### config.mk
export PLATFORM = sky130hd
export DESIGN_NAME = cs_fifo
export DESIGN_NICKNAME = d
export VERILOG_FILES = /design/src/rtl/cs_fifo.sv
export SDC_FILE = /design/constraint.sdc
export NUM_CORES = 1
export LEC_CHECK = 0
export BUFFER_PORTS_ARGS = -buffer_cell sky130_fd_sc_hd__buf_4
export CORE_AREA = 2 2 39 41
export DETAILED_ROUTE_END_ITERATION = 12
export DIE_AREA = 0 0 41 43
export MAX_ROUTING_LAYER = met4
export PLACE_DENSITY = 0.33
export SLEW_MARGIN = 20
export SYNTH_ARGS = -nofsm -noshare
export SYNTH_HDL_FRONTEND = slang
export SYNTH_SLANG_ARGS = --single-unit
### constraint.sdc
create_clock -name i_clk -period 1.1 [get_ports i_clk]
set_input_delay 0.055 -clock i_clk [delete_from_list [all_inputs] [get_ports i_clk]]
set_output_delay 0.055 -clock i_clk [all_outputs]
set_load 0.005 [all_outputs]
### src/rtl/cs_fifo.sv
// ----------------------------------------------------------------------------
// Two-entry queue
// Head and spare register pair; full and empty come straight from flops.
// ----------------------------------------------------------------------------
module cs_fifo #(
    parameter int WIDTH = 1
) (
    input  logic             i_clk,
    input  logic             i_rst_n,
    input  logic             i_push,
    input  logic [WIDTH-1:0] i_data,
    output logic             o_full,
    output logic             o_empty,
    input  logic             i_pop,
    output logic [WIDTH-1:0] o_data
);

    logic             r_head_vld, n_head_vld;
    logic             r_tail_vld, n_tail_vld;
    logic [WIDTH-1:0] r_head, n_head;
    logic [WIDTH-1:0] r_tail, n_tail;

    assign o_full  = r_tail_vld;
    assign o_empty = !r_head_vld;
    assign o_data  = r_head;

    // Drop the head on pop, then place a pushed item in the first free slot
    always_comb begin
        n_head_vld = r_head_vld;
        n_tail_vld = r_tail_vld;
        n_head     = r_head;
        n_tail     = r_tail;
        if (i_pop && r_head_vld) begin
            if (r_tail_vld) begin
                n_head     = r_tail;
                n_tail_vld = 1'b0;
            end else begin
                n_head_vld = 1'b0;
            end
        end
        if (i_push && !r_tail_vld) begin
            if (!n_head_vld) begin
                n_head     = i_data;
                n_head_vld = 1'b1;
            end else begin
                n_tail     = i_data;
                n_tail_vld = 1'b1;
            end
        end
    end

    always_ff @(posedge i_clk) begin
        if (!i_rst_n) begin
            r_head_vld <= 1'b0;
            r_tail_vld <= 1'b0;
        end else begin
            r_head_vld <= n_head_vld;
            r_tail_vld <= n_tail_vld;
        end
        r_head <= n_head;
        r_tail <= n_tail;
    end

endmodule

==> out/metrics.yaml <==
placement:
  io_buffers: 7
  gp_congestion: 0.650
  dp_cells: 44
  hpwlAfterDp_um: 360
cts:
  cts_tree: "yes"
  clock_path_buffers: 2
  path_clk_slew_ns: 0.05
  cts.htree.levels: 1
  cts_num_sinks: 4
  numCtsBuffers: 3
  cts_root_buf: "clkbuf_4"
  clock_latency_ns: 0.24
die:
  pin_count: 8
  fp.dieArea_um2: 1760
  die_width_um: 41
  die_h_um: 43
  row_count: 14
  coreArea_um2: 1380
  initial_core_util_pct: 12.7
layout:
  fillers: 155
  drive_gt1_share_pct: 42.4
  layout_commonest_cell: "buf_4"
  final_cell_mix: "buf_4, inv_1, clkbuf_4, dfxtp_1"
  fin_cells: 49
  final_nets: 39
  num_antenna_cells: 0
  area_delta_synth_final_pct: 74.5
  register_area_um2: 90.1
  multi_input_area_um2: 82.6
worst_hold_path:
  worstHoldPathType: "in2reg"
grt:
  first_global_vias: 193
  grt_max_degree: 6
  grt_overflow_total: 0
  grt_pass1_wl_um: 765
  antenna_found_initial: 0
  gr-usage-all-layers_pct: 6.91
timing:
  finalCriticalPeriod_ns: 0.998
  whs_ns: 0.0613
  final_max_slew_viol_count: 0
  finalSetupViolations: 0
  clock.fmax_mhz: 1000
  tns_ns: 0
  finClkSkew_ns: 0.0136
  period_share_pct: 90.7
  rsz0062_at_grt: "false"
  worstMarginPinSlew_ns: 0.239
  max_slew_margin_pct: 84.1
  hold_viol_final: 0
synthesis:
  synth_cells: 19
  mappedNetlistNets: 24
  yosys_warnings: 0
  syn_area_per_cell_um2: 9.29
  seq_area_frac_synth_pct: 51.1
  synth_area_um2: 176
  ys_ff_latch: 4
  synth_cell_type_count: 13
power_and_ir_drop:
  p_per_area_nw_per_um2: 1490
  ir_drop_v: 0.000400
  p_leak_nw: 0.133
worst_setup_path:
  required_ns: 1.23
  worstPathArrival_ns: 1.13
  critPathLaunchType: "register"
  worst-path-max-fanout: 3
  critPathLaunch: "o_full"
  worst-r2r-setup-slack_ns: 0.10
  crit_type: "reg2reg"
  rr_worst_depth: 4
  r2r_start: "o_full"
  cp-endpoint: "o_data"
  endpoint_kind: "register"
  r2r_end: "o_data"
routing:
  wirelength_um: 467
  vias: 193
  ant_nets: 0
  vias_per_cell: 3.94
  wl_per_cell_um: 9.53
  dr.pass1.iters: 4
  drc: 0
  drt-initial-drc-count: 4
outcome:
  status: "finished, final reports clean"
job:
  cap_violations: 0
==> report_power, final <==
part / switching, mW / internal, mW
Clock: 0.0691 / 0.137
Combinational: 0.0337 / 0.0480
Sequential: 0.00798 / 0.165
==> layer usage <==
layer / share of wire, % / global-route usage, %
met2: 42 / 8.13
met4: 0 / 6.00
met5: 0 / -
met3: 8.4 / 3.66
met1: 50 / 8.12
==> cells by family (layout without fill, tap and decap cells) <==
kind of cell / count (synthesis) / count (layout) / share of synthesized area [%]
buf+inv: 3 / 17 / 6.38
flops: 4 / 4 / 51.1
compound gates: 8 / 8 / 30.5
simple gates: 4 / 4 / 12.1
==> Yosys cell counts <==
master | number | share of area (%)
dfxtp_1 | 3 | 34
inv_1 | 3 | 6.4
o21ai_0 | 2 | 5.7
o22ai_1 | 2 | 7.1
a21boi_0 | 1 | 4.3
a21oi_1 | 1 | 2.8
a222oi_1 | 1 | 5.7
edfxtp_1 | 1 | 17
nand2_1 | 1 | 2.1
nor2_1 | 1 | 2.1
nor3_1 | 1 | 2.8
o2bb2ai_1 | 1 | 5.0
or2b_2 | 1 | 5.0
==> area by class of cell <==
type | instances | area share, %
clock buffers | 4 | 8.54
flip-flops and latches | 4 | 29.3
repair buffers | 10 | 25.2
multi-input cells | 12 | 26.8
well taps | 16 | 6.50
inverters | 3 | 3.66
==> worst min path at each step <==
stage | startpoint | endpoint | cells past startpoint
2_1_floorplan | i_data | r_tail | 0
3_3_place_gp | i_data | r_tail | 1
3_5_place_dp | i_data | r_tail | 1
4_1_cts | i_push | o_full | 3
5_1_grt | i_push | o_full | 3
6_report | i_push | o_full | 3
==> per-stage QoR <==
| step | utilization, % | setup slack [ns] | total power [mW] | instance area [um^2] |
|---|---|---|---|---|
| final | 22.2 | 0.102 | 0.460 | 308 |
| after global routing | 22.2 | 0.00563 | 0.498 | 308 |
| after CTS | 22.1 | 0.0400 | 0.472 | 305 |
| after detailed placement | 19.4 | 0.0453 | 0.254 | 269 |
| after global placement | 19.4 | 0.0575 | 0.255 | 269 |
| after floorplan | - | 0.0249 | 0.207 | 181 |
==> registers in the layout, summed over array words and instances, names as in the netlist <==
| name | cells |
|---|---|
| r_head_vld | 1 |
| o_full | 1 |
| o_data | 1 |
| r_tail | 1 |
==> repair_timing <==
item                       CTS  global route
gates resized for setup      0             1
hold endpoints to repair     1             0
setup endpoints to repair    0             2
setup buffers                0             0
hold buffers                 1             0
==> worst max-delay path, stage by stage, from the launching register on <==
cell and delay, ns:
dfxtp_1 0.32, buf_4 0.14, nand2_1 0.05, o22ai_1 0.07
a222oi_1 0.31
Power figures use the tool's default switching activity.
