## src/rtl/cs_pkg.sv

```systemverilog
// ----------------------------------------------------------------------------
// Cosine similarity package
// Item and result types, sum record and field widths shared by the block.
// ----------------------------------------------------------------------------
package cs_pkg;

    localparam int ELEM_W = 16;
    localparam int DOT_W  = 42;
    localparam int SQ_W   = 41;

    // One element pair from the input side
    typedef struct packed {
        logic signed [ELEM_W-1:0] elem_a;
        logic signed [ELEM_W-1:0] elem_b;
        logic                     last;
    } t_item;

    // One finished similarity
    typedef struct packed {
        logic signed [ELEM_W-1:0] similarity;
        logic                     zero_magnitude;
    } t_result;

    // Final sums of one vector pair, handed from front to back
    typedef struct packed {
        logic signed [DOT_W-1:0] dot_sum;
        logic [SQ_W-1:0]         sum_sq_a;
        logic [SQ_W-1:0]         sum_sq_b;
    } t_sums;

endpackage

```

## src/rtl/cs_front.sv

```systemverilog
// ----------------------------------------------------------------------------
// Cosine similarity front end
// Accumulates dot product and squared magnitudes, one pair per cycle while
// accepted, and on the last pair hands the final sums to the back end.
// ----------------------------------------------------------------------------
module cs_front (
    input  logic          i_clk,
    input  logic          i_rst_n,
    input  logic          i_accept,
    input  cs_pkg::t_item i_item,
    output logic          o_push,
    output cs_pkg::t_sums o_sums
);
    import cs_pkg::*;

    logic signed [DOT_W-1:0] r_dot, n_dot;
    logic [SQ_W-1:0]         r_sqa, n_sqa;
    logic [SQ_W-1:0]         r_sqb, n_sqb;

    logic signed [ELEM_W-1:0]   w_a;
    logic signed [ELEM_W-1:0]   w_b;
    logic signed [2*ELEM_W-1:0] w_ab;
    logic signed [2*ELEM_W-1:0] w_aa;
    logic signed [2*ELEM_W-1:0] w_bb;
    logic signed [DOT_W:0]      w_dot_ext;
    logic [SQ_W:0]              w_sqa_ext;
    logic [SQ_W:0]              w_sqb_ext;

    assign w_a  = i_item.elem_a;
    assign w_b  = i_item.elem_b;
    assign w_ab = w_a * w_b;
    assign w_aa = w_a * w_a;
    assign w_bb = w_b * w_b;

    // Add with one guard bit, then clamp to the sum widths
    assign w_dot_ext = {r_dot[DOT_W-1], r_dot} + (DOT_W+1)'(w_ab);
    assign w_sqa_ext = {1'b0, r_sqa} + (SQ_W+1)'(w_aa[2*ELEM_W-2:0]);
    assign w_sqb_ext = {1'b0, r_sqb} + (SQ_W+1)'(w_bb[2*ELEM_W-2:0]);

    always_comb begin
        if (w_dot_ext[DOT_W] != w_dot_ext[DOT_W-1]) begin
            n_dot = w_dot_ext[DOT_W] ? {1'b1, {(DOT_W-1){1'b0}}}
                                     : {1'b0, {(DOT_W-1){1'b1}}};
        end else begin
            n_dot = w_dot_ext[DOT_W-1:0];
        end
        n_sqa = w_sqa_ext[SQ_W] ? {SQ_W{1'b1}} : w_sqa_ext[SQ_W-1:0];
        n_sqb = w_sqb_ext[SQ_W] ? {SQ_W{1'b1}} : w_sqb_ext[SQ_W-1:0];
    end

    // Hand the finished sums on with the last pair
    assign o_push          = i_accept && i_item.last;
    assign o_sums.dot_sum  = n_dot;
    assign o_sums.sum_sq_a = n_sqa;
    assign o_sums.sum_sq_b = n_sqb;

    // Advance the sums; clear them after the last pair
    always_ff @(posedge i_clk) begin
        if (!i_rst_n) begin
            r_dot <= '0;
            r_sqa <= '0;
            r_sqb <= '0;
        end else if (i_accept) begin
            if (i_item.last) begin
                r_dot <= '0;
                r_sqa <= '0;
                r_sqb <= '0;
            end else begin
                r_dot <= n_dot;
                r_sqa <= n_sqa;
                r_sqb <= n_sqb;
            end
        end
    end

endmodule

```

## config.mk

```make
export PLATFORM = sky130hd
export DESIGN_NAME = cs_front
export DESIGN_NICKNAME = d
export VERILOG_FILES = /design/src/rtl/cs_pkg.sv /design/src/rtl/cs_front.sv
export SDC_FILE = /design/constraint.sdc
export NUM_CORES = 2
export LEC_CHECK = 0
export ABC_AREA = 1
export BUFFER_PORTS_ARGS = -buffer_cell sky130_fd_sc_hd__buf_2
export CAP_MARGIN = 20
export CORE_MARGIN = 2
export CORE_UTILIZATION = 66
export CTS_BUF_LIST = sky130_fd_sc_hd__clkbuf_16
export DETAILED_ROUTE_END_ITERATION = 7
export HOLD_SLACK_MARGIN = 0.02
export PLACE_DENSITY = 0.93
export SYNTH_ARGS = -nofsm -noshare
export SYNTH_HDL_FRONTEND = slang
export SYNTH_SLANG_ARGS = --single-unit
export TNS_END_PERCENT = 1
```

## constraint.sdc

```tcl
create_clock -name i_clk -period 9 [get_ports i_clk]
set_input_delay 0.45 -clock i_clk [delete_from_list [all_inputs] [get_ports i_clk]]
set_output_delay 0.45 -clock i_clk [all_outputs]
set_load 0.02 [all_outputs]
```

==> metrics <==
Final Routed Wirelength=125 mm; first-pass GRT wire length=198 mm; fmax=114 MHz; Port Buffers=160; worst rel slew slack=43.4%; leading cell type in the layout, fill and taps excluded=inv_1; Chip Width=254 µm; mean post-synth cell area=7.56 µm²; Max Root-Sink Buffers=2; Post-synth EDFFs=0; syn nets=6655; Post-Route Setup TNS=0 ns; Max stage delay on crit path=0.64 ns; Overflow after GRT=0; initial antenna violation count=1; GP Congestion=1.02; area of the multi-input gates=32800 µm²; post-synthesis sequential area ratio=6.02%; DR vias=36900; CTS tree=built; CP startpoint kind=input pin; worst path bufs/invs=8; Core Rows=91; Worst setup EP type=output port; Syn Std Cell Area=41200 µm²; Yosys warnings=0; CP required=8.55 ns; count of cell types in the netlist=53; hold-critical path endpoint=r_sqb[0]; fin crit share=97.5%; DP HPWL=103 mm; core area=61700 µm²; reg2reg end=r_dot[32]; 1st-iter DRT viols=4650; outcome=finished, final reports clean; Post-Syn Instances=5452; crit path kind=in -> out; final hold vios=0; crit-path max FO=11; max-slew violation count=0; Fin Clk Skew=0.0167 ns; CTS Buf Count=17; register bit total from synthesis=124; GRT Overall Usage=39.9%; die area=64500 µm²; worst-skew pair later-pin latency=0.49 ns; Pre-antenna DRT Iters=8; register area=2480 µm²; Worst Path Arrival=8.32 ns; Finished Core Util=70.4%; post-route ant nets=0; layout cell share with drive strength beyond 1=6.55%; die height=254 µm; RR Startpoint=r_dot[15]; largest net degree at the start of global routing=66; vias in the first global route=37600; detailed-route DRC error count=0; max cap viols=0; Final Critical Period=8.77 ns; root buffer cell=clkbuf_16; Post-CTS Setup Bufs=0; nets=6735; DR WL/cell=19.5 µm; clk sink count=124; Clock transition at path regs=0.06 ns; CP max stage cell=fa_1; Tightest Pin Transition=0.841 ns; Hold Crit Class=reg -> reg; H-tree Lvls=4; Setup Viol. Count Final=0; R2R Setup Slk=3.03 ns; delay-heaviest family, CP=adder cells; Layout area overhead=5.50%; Cell Area, Placed=42900 µm²; commonest non-fill, non-tap cells in the layout=1404 x inv_1, 1338 x nand2_1, 795 x fa_1, 372 x ha_1, 295 x a21oi_1; worst r2r path cells=24; Fill cells=4732; I/O Pins=161; hold path depth=2; initial core utilization=66.8%; number of vias per cell=5.77; cell repeated most along the worst path=fa_1; Synth async-reset ratio=0%; Most used DFF post-synth=dfxtp_1; hold path start=r_sqb[0]; Design Area, Final=43500 µm²
## layout make-up
| class | count | area share [%] |
|---|---|---|
| Clock buffer | 17 | 0.979 |
| Timing Repair Buffer | 221 | 2.98 |
| Sequential cell | 124 | 5.71 |
| Antenna cell | 1 | 0.00576 |
| Multi-Input combinational cell | 3759 | 75.5 |
| Clock inverter | 15 | 0.259 |
| Inverter | 1409 | 12.2 |
| Tap cell | 837 | 2.41 |
## repair_timing
action,CTS,global route
setup endpoints to repair,0,62
hold buffers,0,0
gates resized for setup,0,19
## worst max path at each step
stage / depth (start not counted) / to / from / slack (ns)
after floorplan: 34 / o_sums[39] / i_item[16] / 1.14
after global placement: 34 / o_sums[68] / i_item[23] / 0.28
after detailed placement: 34 / o_sums[68] / i_item[23] / 0.17
after CTS: 32 / o_sums[68] / i_item[21] / 0.09
after global routing: 34 / o_sums[73] / i_item[21] / -0.05
final: 32 / o_sums[58] / i_item[21] / 0.23
## cell usage after synthesis, drive strengths merged, types with 4 or more instances
cell / n / area share, %
clkbuf: 133 / 1.2
dfxtp: 124 / 6.0
o21bai: 34 / 0.62
o21ai: 114 / 1.4
xor2: 112 / 2.4
nor2: 248 / 2.3
nand3: 146 / 2.0
o21a: 7 / 0.13
o211ai: 7 / 0.14
ha: 372 / 11
nand4: 32 / 0.52
inv: 1409 / 13
nor4: 12 / 0.20
nand2: 1365 / 13
buf: 27 / 0.40
nand3b: 9 / 0.16
nor3: 38 / 0.47
a21o: 22 / 0.40
a21oi: 302 / 3.7
or2: 42 / 0.64
a31o: 4 / 0.085
fa: 795 / 39
a31oi: 25 / 0.38
a21boi: 7 / 0.13
xnor2: 54 / 1.1
## registers in the layout (all words and copies together), names as in the netlist
signal / flops
r_sqb: 41
r_sqa: 41
r_dot: 42
## routing by layer
| metal | part of all wire [%] | vias up | track usage (%) |
|---|---|---|---|
| met2 | 43 | 2595 | 58.8 |
| met3 | 14 | 493 | 11.4 |
| met4 | 4.7 | 0 | 16.5 |
| met5 | 0 | - | 0 |
| li1 | - | 16300 | - |
| met1 | 38 | 17500 | 55.4 |
## worst min-delay path: stages (launching register included)
cell     delay, ns
dfxtp_1       0.31
nand2_1       0.06
a21oi_1       0.05
## kinds of logic after synthesis
| group | synth area share [%] |
|---|---|
| flops | 6.02 |
| simple gates | 19.0 |
| xor+xnor | 3.53 |
| compound gates | 7.10 |
| fa+ha+maj | 49.9 |
| buf+inv | 14.4 |
## metrics by stage
step	std cells	worst slack, ns	hold WS (ns)
2_1_floorplan	5452	1.14	0.445
3_3_place_gp	6350	0.278	0.456
3_5_place_dp	6350	0.169	0.460
4_1_cts	6382	0.0857	0.472
5_1_grt	6382	-0.0530	0.486
6_report	6383	0.225	0.471
Power is not shown: default switching activity piles up to over one toggle a cycle in this logic, so the estimate is an artifact.
