**src/rtl/cs_pkg.sv**
```systemverilog
// ----------------------------------------------------------------------------
// Cosine similarity package
// Item and result types, sum record and field widths shared by the block.
// ----------------------------------------------------------------------------
package cs_pkg;

    localparam int ELEM_W = 16;
    localparam int DOT_W  = 42;
    localparam int SQ_W   = 41;

    // One element pair from the input side
    typedef struct packed {
        logic signed [ELEM_W-1:0] elem_a;
        logic signed [ELEM_W-1:0] elem_b;
        logic                     last;
    } t_item;

    // One finished similarity
    typedef struct packed {
        logic signed [ELEM_W-1:0] similarity;
        logic                     zero_magnitude;
    } t_result;

    // Final sums of one vector pair, handed from front to back
    typedef struct packed {
        logic signed [DOT_W-1:0] dot_sum;
        logic [SQ_W-1:0]         sum_sq_a;
        logic [SQ_W-1:0]         sum_sq_b;
    } t_sums;

endpackage

```
**src/rtl/cs_back.sv**
```systemverilog
// ----------------------------------------------------------------------------
// Cosine similarity back end
// Sequencer around one 21x21 multiplier, a shift-subtract divider and a
// bitwise square root: q = isqrt(floor(dot^2 * 2^30 / (|a|^2 * |b|^2))).
// ----------------------------------------------------------------------------
module cs_back (
    input  logic            i_clk,
    input  logic            i_rst_n,
    input  logic            i_empty,
    output logic            o_pop,
    input  cs_pkg::t_sums   i_sums,
    input  logic            i_full,
    output logic            o_push,
    output cs_pkg::t_result o_result
);
    import cs_pkg::*;

    localparam int HALF_W = 21;
    localparam int MAG_W  = DOT_W;
    localparam int ACC_W  = 2 * MAG_W;
    localparam int QUO_W  = 31;
    localparam int ROOT_W = ELEM_W;

    localparam logic [2:0] S_IDLE  = 3'd0;
    localparam logic [2:0] S_MUL   = 3'd1;
    localparam logic [2:0] S_DINIT = 3'd2;
    localparam logic [2:0] S_DIV   = 3'd3;
    localparam logic [2:0] S_SQRT  = 3'd4;
    localparam logic [2:0] S_DONE  = 3'd5;

    localparam logic [4:0] MUL_LAST  = 5'd8;
    localparam logic [4:0] DIV_LAST  = 5'(QUO_W - 1);
    localparam logic [4:0] SQRT_TOP  = 5'(ROOT_W - 1);
    localparam logic [ELEM_W:0] LIM_POS = (ELEM_W+1)'(32767);
    localparam logic [ELEM_W:0] LIM_NEG = (ELEM_W+1)'(32768);

    logic [2:0]          r_state, n_state;
    logic [4:0]          r_cnt, n_cnt;
    logic                r_neg, n_neg;
    logic                r_zero, n_zero;
    logic [MAG_W-1:0]    r_mag, n_mag;
    logic [SQ_W-1:0]     r_sqa, n_sqa;
    logic [SQ_W-1:0]     r_sqb, n_sqb;
    logic [2*HALF_W-1:0] r_pp, n_pp;
    logic [ACC_W-1:0]    r_prod, n_prod;
    logic [ACC_W-1:0]    r_sq, n_sq;
    logic [ACC_W-2:0]    r_rem, n_rem;
    logic [QUO_W-1:0]    r_quo, n_quo;
    logic [ROOT_W-1:0]   r_root, n_root;

    logic [MAG_W-1:0]    w_x, w_y;
    logic [HALF_W-1:0]   w_xs, w_ys;
    logic [4:0]          w_km1;
    logic [ACC_W-1:0]    w_pp_sh;
    logic [ACC_W-2:0]    w_trial;
    logic [ROOT_W-1:0]   w_t;
    logic [2*ROOT_W-1:0] w_tt;
    logic [ELEM_W:0]     w_lim;
    logic [ELEM_W:0]     w_q;
    logic [ELEM_W:0]     w_qs;

    // Partial product operands: squares of |dot| in the upper phases
    assign w_x   = r_cnt[2] ? r_mag : MAG_W'(r_sqa);
    assign w_y   = r_cnt[2] ? r_mag : MAG_W'(r_sqb);
    assign w_xs  = r_cnt[0] ? w_x[MAG_W-1:HALF_W] : w_x[HALF_W-1:0];
    assign w_ys  = r_cnt[1] ? w_y[MAG_W-1:HALF_W] : w_y[HALF_W-1:0];
    assign w_km1 = r_cnt - 5'd1;

    // Align the registered partial product of the previous phase
    always_comb begin
        case (w_km1[1:0])
            2'd0:    w_pp_sh = ACC_W'(r_pp);
            2'd1:    w_pp_sh = ACC_W'(r_pp) << HALF_W;
            2'd2:    w_pp_sh = ACC_W'(r_pp) << HALF_W;
            default: w_pp_sh = ACC_W'(r_pp) << (2 * HALF_W);
        endcase
    end

    assign w_trial = {r_rem[ACC_W-3:0], (r_cnt == 5'd0) ? r_sq[0] : 1'b0};
    assign w_t     = r_root | (ROOT_W'(1) << r_cnt[3:0]);
    assign w_tt    = w_t * w_t;

    // Clamp to the Q1.15 range for the sign
    assign w_lim = r_neg ? LIM_NEG : LIM_POS;
    assign w_q   = {1'b0, r_root};
    assign w_qs  = (w_q > w_lim) ? w_lim : w_q;

    always_comb begin
        o_result.similarity     = r_zero ? '0
                                : (r_neg ? ELEM_W'(-w_qs) : w_qs[ELEM_W-1:0]);
        o_result.zero_magnitude = r_zero;
    end

    assign o_pop  = (r_state == S_IDLE) && !i_empty;
    assign o_push = (r_state == S_DONE) && !i_full;

    // Sequencer
    always_comb begin
        n_state = r_state;
        n_cnt   = r_cnt;
        n_neg   = r_neg;
        n_zero  = r_zero;
        n_mag   = r_mag;
        n_sqa   = r_sqa;
        n_sqb   = r_sqb;
        n_pp    = r_pp;
        n_prod  = r_prod;
        n_sq    = r_sq;
        n_rem   = r_rem;
        n_quo   = r_quo;
        n_root  = r_root;
        case (r_state)
            S_IDLE: begin
                if (!i_empty) begin
                    n_sqa  = i_sums.sum_sq_a;
                    n_sqb  = i_sums.sum_sq_b;
                    n_neg  = i_sums.dot_sum[DOT_W-1];
                    n_mag  = i_sums.dot_sum[DOT_W-1] ? MAG_W'(-i_sums.dot_sum)
                                                     : MAG_W'(i_sums.dot_sum);
                    n_zero = (i_sums.sum_sq_a == '0) || (i_sums.sum_sq_b == '0);
                    n_prod = '0;
                    n_sq   = '0;
                    n_cnt  = '0;
                    n_state = n_zero ? S_DONE : S_MUL;
                end
            end
            S_MUL: begin
                // Multiply this phase, accumulate the previous one
                n_pp = w_xs * w_ys;
                if (r_cnt != 5'd0) begin
                    if (w_km1[2]) begin
                        n_sq = r_sq + w_pp_sh;
                    end else begin
                        n_prod = r_prod + w_pp_sh;
                    end
                end
                n_cnt = r_cnt + 5'd1;
                if (r_cnt == MUL_LAST) begin
                    n_state = S_DINIT;
                end
            end
            S_DINIT: begin
                // Quotient of 2^31 or more saturates the result
                n_rem = r_sq[ACC_W-1:1];
                n_quo = '0;
                n_cnt = '0;
                if (r_sq[ACC_W-1:1] >= r_prod[ACC_W-2:0]) begin
                    n_root  = '1;
                    n_state = S_DONE;
                end else begin
                    n_state = S_DIV;
                end
            end
            S_DIV: begin
                // One quotient bit per cycle
                if (w_trial >= r_prod[ACC_W-2:0]) begin
                    n_rem = w_trial - r_prod[ACC_W-2:0];
                    n_quo = {r_quo[QUO_W-2:0], 1'b1};
                end else begin
                    n_rem = w_trial;
                    n_quo = {r_quo[QUO_W-2:0], 1'b0};
                end
                n_cnt = r_cnt + 5'd1;
                if (r_cnt == DIV_LAST) begin
                    n_root  = '0;
                    n_cnt   = SQRT_TOP;
                    n_state = S_SQRT;
                end
            end
            S_SQRT: begin
                // One root bit per cycle, from the top
                if (w_tt <= {1'b0, r_quo}) begin
                    n_root = w_t;
                end
                n_cnt = r_cnt - 5'd1;
                if (r_cnt == 5'd0) begin
                    n_state = S_DONE;
                end
            end
            S_DONE: begin
                if (!i_full) begin
                    n_state = S_IDLE;
                end
            end
            default: begin
                n_state = S_IDLE;
            end
        endcase
    end

    always_ff @(posedge i_clk) begin
        if (!i_rst_n) begin
            r_state <= S_IDLE;
            r_cnt   <= '0;
        end else begin
            r_state <= n_state;
            r_cnt   <= n_cnt;
        end
        r_neg  <= n_neg;
        r_zero <= n_zero;
        r_mag  <= n_mag;
        r_sqa  <= n_sqa;
        r_sqb  <= n_sqb;
        r_pp   <= n_pp;
        r_prod <= n_prod;
        r_sq   <= n_sq;
        r_rem  <= n_rem;
        r_quo  <= n_quo;
        r_root <= n_root;
    end

endmodule

```
**config.mk**
```make
export PLATFORM = sky130hd
export DESIGN_NAME = cs_back
export DESIGN_NICKNAME = d
export VERILOG_FILES = /design/src/rtl/cs_pkg.sv /design/src/rtl/cs_back.sv
export SDC_FILE = /design/constraint.sdc
export NUM_CORES = 2
export LEC_CHECK = 0
export BUFFER_PORTS_ARGS = -buffer_cell sky130_fd_sc_hd__buf_2
export CAP_MARGIN = 20
export CORE_UTILIZATION = 61
export DETAILED_ROUTE_END_ITERATION = 8
export PLACE_DENSITY = 0.78
export SYNTH_ARGS = -nofsm -noshare
export SYNTH_HDL_FRONTEND = slang
export SYNTH_SLANG_ARGS = --single-unit
```
**constraint.sdc**
```tcl
create_clock -name i_clk -period 39 [get_ports i_clk]
set_input_delay 0 -clock i_clk [delete_from_list [all_inputs] [get_ports i_clk]]
set_output_delay 0 -clock i_clk [all_outputs]
set_load 0.02 [all_outputs]
```
==> results.yml <==
floorplanning:
  core_area_mm2: 0.09714
  row_count: 114
  die_area_mm2: 0.09972
  dieWidth_um: 315.8
  start_util_pct: 61.83
  die_h_um: 315.8
  io_pins: 147
hold_path:
  hold_start: "i_sums[31]"
  hold_end: "r_sqb[31]$_DFFE_PP_"
  hold_depth: 2
  hp-class: "in2reg"
timing:
  hold_violations: 0
  setup_violations: 0
  maxSlewViolCount: 0
  fin_tns_setup_ps: 0
  rsz0062_at_grt: "false"
  period_needed_ps: 10730
  period_share_pct: 27.52
  timing.fmax_mhz: 93.17
  worstMarginPinSlew_ps: 1194
  finClkSkew_ps: 36.47
  slew_headroom_pct: 20.41
grt:
  grt_pass1_vias: 52270
  grt_max_degree: 83
  grt_pass1_wl_mm: 289.0
  antenna_found_initial: 4
  grtUsageTotal_pct: 37.33
  grt-ovfl-total: 0
route:
  drt-wirelength-per-cell_um: 22.52
  drtIter0Drc: 5432
  first_pass_iters: 6
  drt_wl_total_mm: 185.6
  vias: 52510
  drc: 0
  viasPerCell: 6.373
  drtAntennaViolNets: 0
clock_network:
  post_cts_resized: 0
  cts_sinks: 472
  cts-root-buf: "clkbuf_16"
  path_clk_slew_ps: 60
  h-tree-depth: 2
  cts_tree: "done"
  worstSkewPairLatency_ps: 670
  cts_buffers: 56
  ctsLongestPathBuffers: 3
yosys:
  synth.area.mux_share_pct: 1.308
  ys_types: 89
  yosysWarnings: 0
  yosys.area_share.simple_pct: 15.85
  syn_inst: 6820
  synth_top_family_by_area: "adder cells"
  synth_nets: 8107
  ys_seq_area_share_pct: 23.47
  synth_xor_area_share_pct: 4.739
  synth-adder-area-share_pct: 30.70
  synth_edf_count: 464
  async_reset_ff_share_pct: 0
  ys_seq_elements: 472
  synth_compound_area_share_pct: 16.89
  syn_area_mm2: 0.06006
  avgSynthCellArea_um2: 8.807
  ys.flop_type: "edfxtp_1"
final_layout:
  final_cell_mix: "814 x inv_1, 751 x nand2_1, 661 x nor2_1"
  drive_gt1_share_pct: 5.301
  final_nets: 8205
  synthToLayoutAreaGrowth_pct: 8.299
  final_common_cell: "inv_1"
placed_design:
  port_buffers: 146
  dpl.hpwl_mm: 142.9
  gp_congestion: 1.014
critical_path:
  slowest_stage: "dfxtp_2"
  r2r_setup_slack_ps: 28270
  cp_max_fo: 40
  path_common_cell: "inv_1"
  critPathLaunchType: "flip-flop"
  cp_slowest_stage_delay_ps: 960
  rr_endpoint: "r_root[12]$_DFFE_PP_"
  worstSetupPathType: "reg2reg"
  required_ps: 39380
  crit_arrival_ps: 11120
  r2r_cells: 33
  r2r_start: "r_cnt[1]$_SDFFE_PN0P_"
  endpoint_kind: "flip-flop"
run_status:
  status: "completed"
job:
  drv_cap: 0
per-layer routing:
metal	global-route usage, %	vias up	routed length (um)
met1	49.81	25200	74910
met2	58.66	2974	82000
met4	19.74	2	10950
li1	-	23730	-
met5	0	-	10
met3	6.021	593	17680
registers in the layout, summed over array words and instances (netlist names):
| signal | cells |
|---|---|
| r_cnt | 5 |
| r_mag | 42 |
| r_neg | 1 |
| r_pp | 42 |
| r_prod | 83 |
| r_quo | 31 |
| r_rem | 82 |
| r_root | 16 |
| r_sq | 84 |
| r_sqa | 41 |
| r_sqb | 41 |
| r_state | 3 |
| r_zero | 1 |
how the worst max path moves through the flow:
stage / from / endpoint / slack [ps]
after CTS: r_cnt[1]$_SDFFE_PN0P_ / r_root[11]$_DFFE_PP_ / 28420
final: r_cnt[1]$_SDFFE_PN0P_ / r_root[12]$_DFFE_PP_ / 28270
after floorplan: r_state[0]$_SDFFE_PN0P_ / r_prod[0]$_SDFFCE_PN0P_ / 20710
after detailed placement: r_cnt[1]$_SDFFE_PN0P_ / r_root[11]$_DFFE_PP_ / 28470
after global placement: r_cnt[1]$_SDFFE_PN0P_ / r_root[10]$_DFFE_PP_ / 28660
after global routing: r_cnt[1]$_SDFFE_PN0P_ / r_root[11]$_DFFE_PP_ / 27640
stage by stage:
step | util [%] | setup slack [ps] | hold slack (ps) | instance area [um^2] | instances
floorplan | - | 20710 | 98.87 | 60060 | 6820
global placement | 63.45 | 28660 | 193.1 | 61630 | 7981
detailed placement | 63.46 | 28470 | 194.5 | 61640 | 7982
CTS | 66.94 | 28420 | 30.87 | 65020 | 8235
global route | 66.96 | 27640 | 73.58 | 65050 | 8239
finish | 66.96 | 28270 | 70.83 | 65050 | 8239
synth_stat cells (35+ instances only):
cell type / n / area, um^2
inv_1: 814 / 3055
nand2_1: 753 / 2826
nor2_1: 662 / 2485
ha_1: 636 / 7958
fa_1: 523 / 10470
a21oi_1: 496 / 2482
edfxtp_1: 464 / 13930
clkbuf_1: 273 / 1025
o21ai_0: 273 / 1366
a21o_1: 258 / 1937
xnor2_1: 211 / 1848
nand4_1: 127 / 794.5
xor2_1: 114 / 998.5
and2_1: 97 / 606.8
a31oi_1: 95 / 594.3
nor3_1: 85 / 425.4
nand3_1: 80 / 400.4
o21bai_1: 73 / 548.0
nor2b_1: 62 / 387.9
nand2b_1: 52 / 325.3
o211ai_1: 48 / 360.4
o21a_1: 46 / 345.3
a22o_1: 43 / 376.6
and3_1: 43 / 269.0
a211oi_1: 41 / 307.8
nor4_1: 39 / 244.0
o31ai_1: 36 / 270.3
or3_1: 35 / 219.0
layout make-up:
class	instances	area [um^2]
well taps	1276	1597
diodes	2	5.005
clock inverters	33	389.1
repair buffers	341	2582
fillers	7742	32090
multi-input cells	5225	41820
inverters	822	3085
clock buffers	68	1468
flip-flops and latches	472	14100
worst max-delay path: cells and delay by family (launching register included):
family,cells,cell delay (ps)
buf+inv,10,1450
fa+ha+maj,9,4020
simple gates,6,1290
compound gates,7,2580
flops,1,960
xor+xnor,1,140
repair_timing:
action / CTS / global route
endpoints found under the hold margin: 134 / 0
hold buffers: 152 / 0
setup buffers: 0 / 0
endpoints found under the setup margin: 0 / 0
cell families (layout without fill, tap and decap cells):
kind of cell,after synthesis,in the layout
buf+inv,1123,1264
simple gates,2102,2102
fa+ha+maj,1160,1160
mux,52,52
compound gates,1586,1586
flops,472,472
other cells,0,2
xor+xnor,325,325
Power is not shown: default switching activity piles up to over one toggle a cycle in this logic, so the estimate is an artifact.
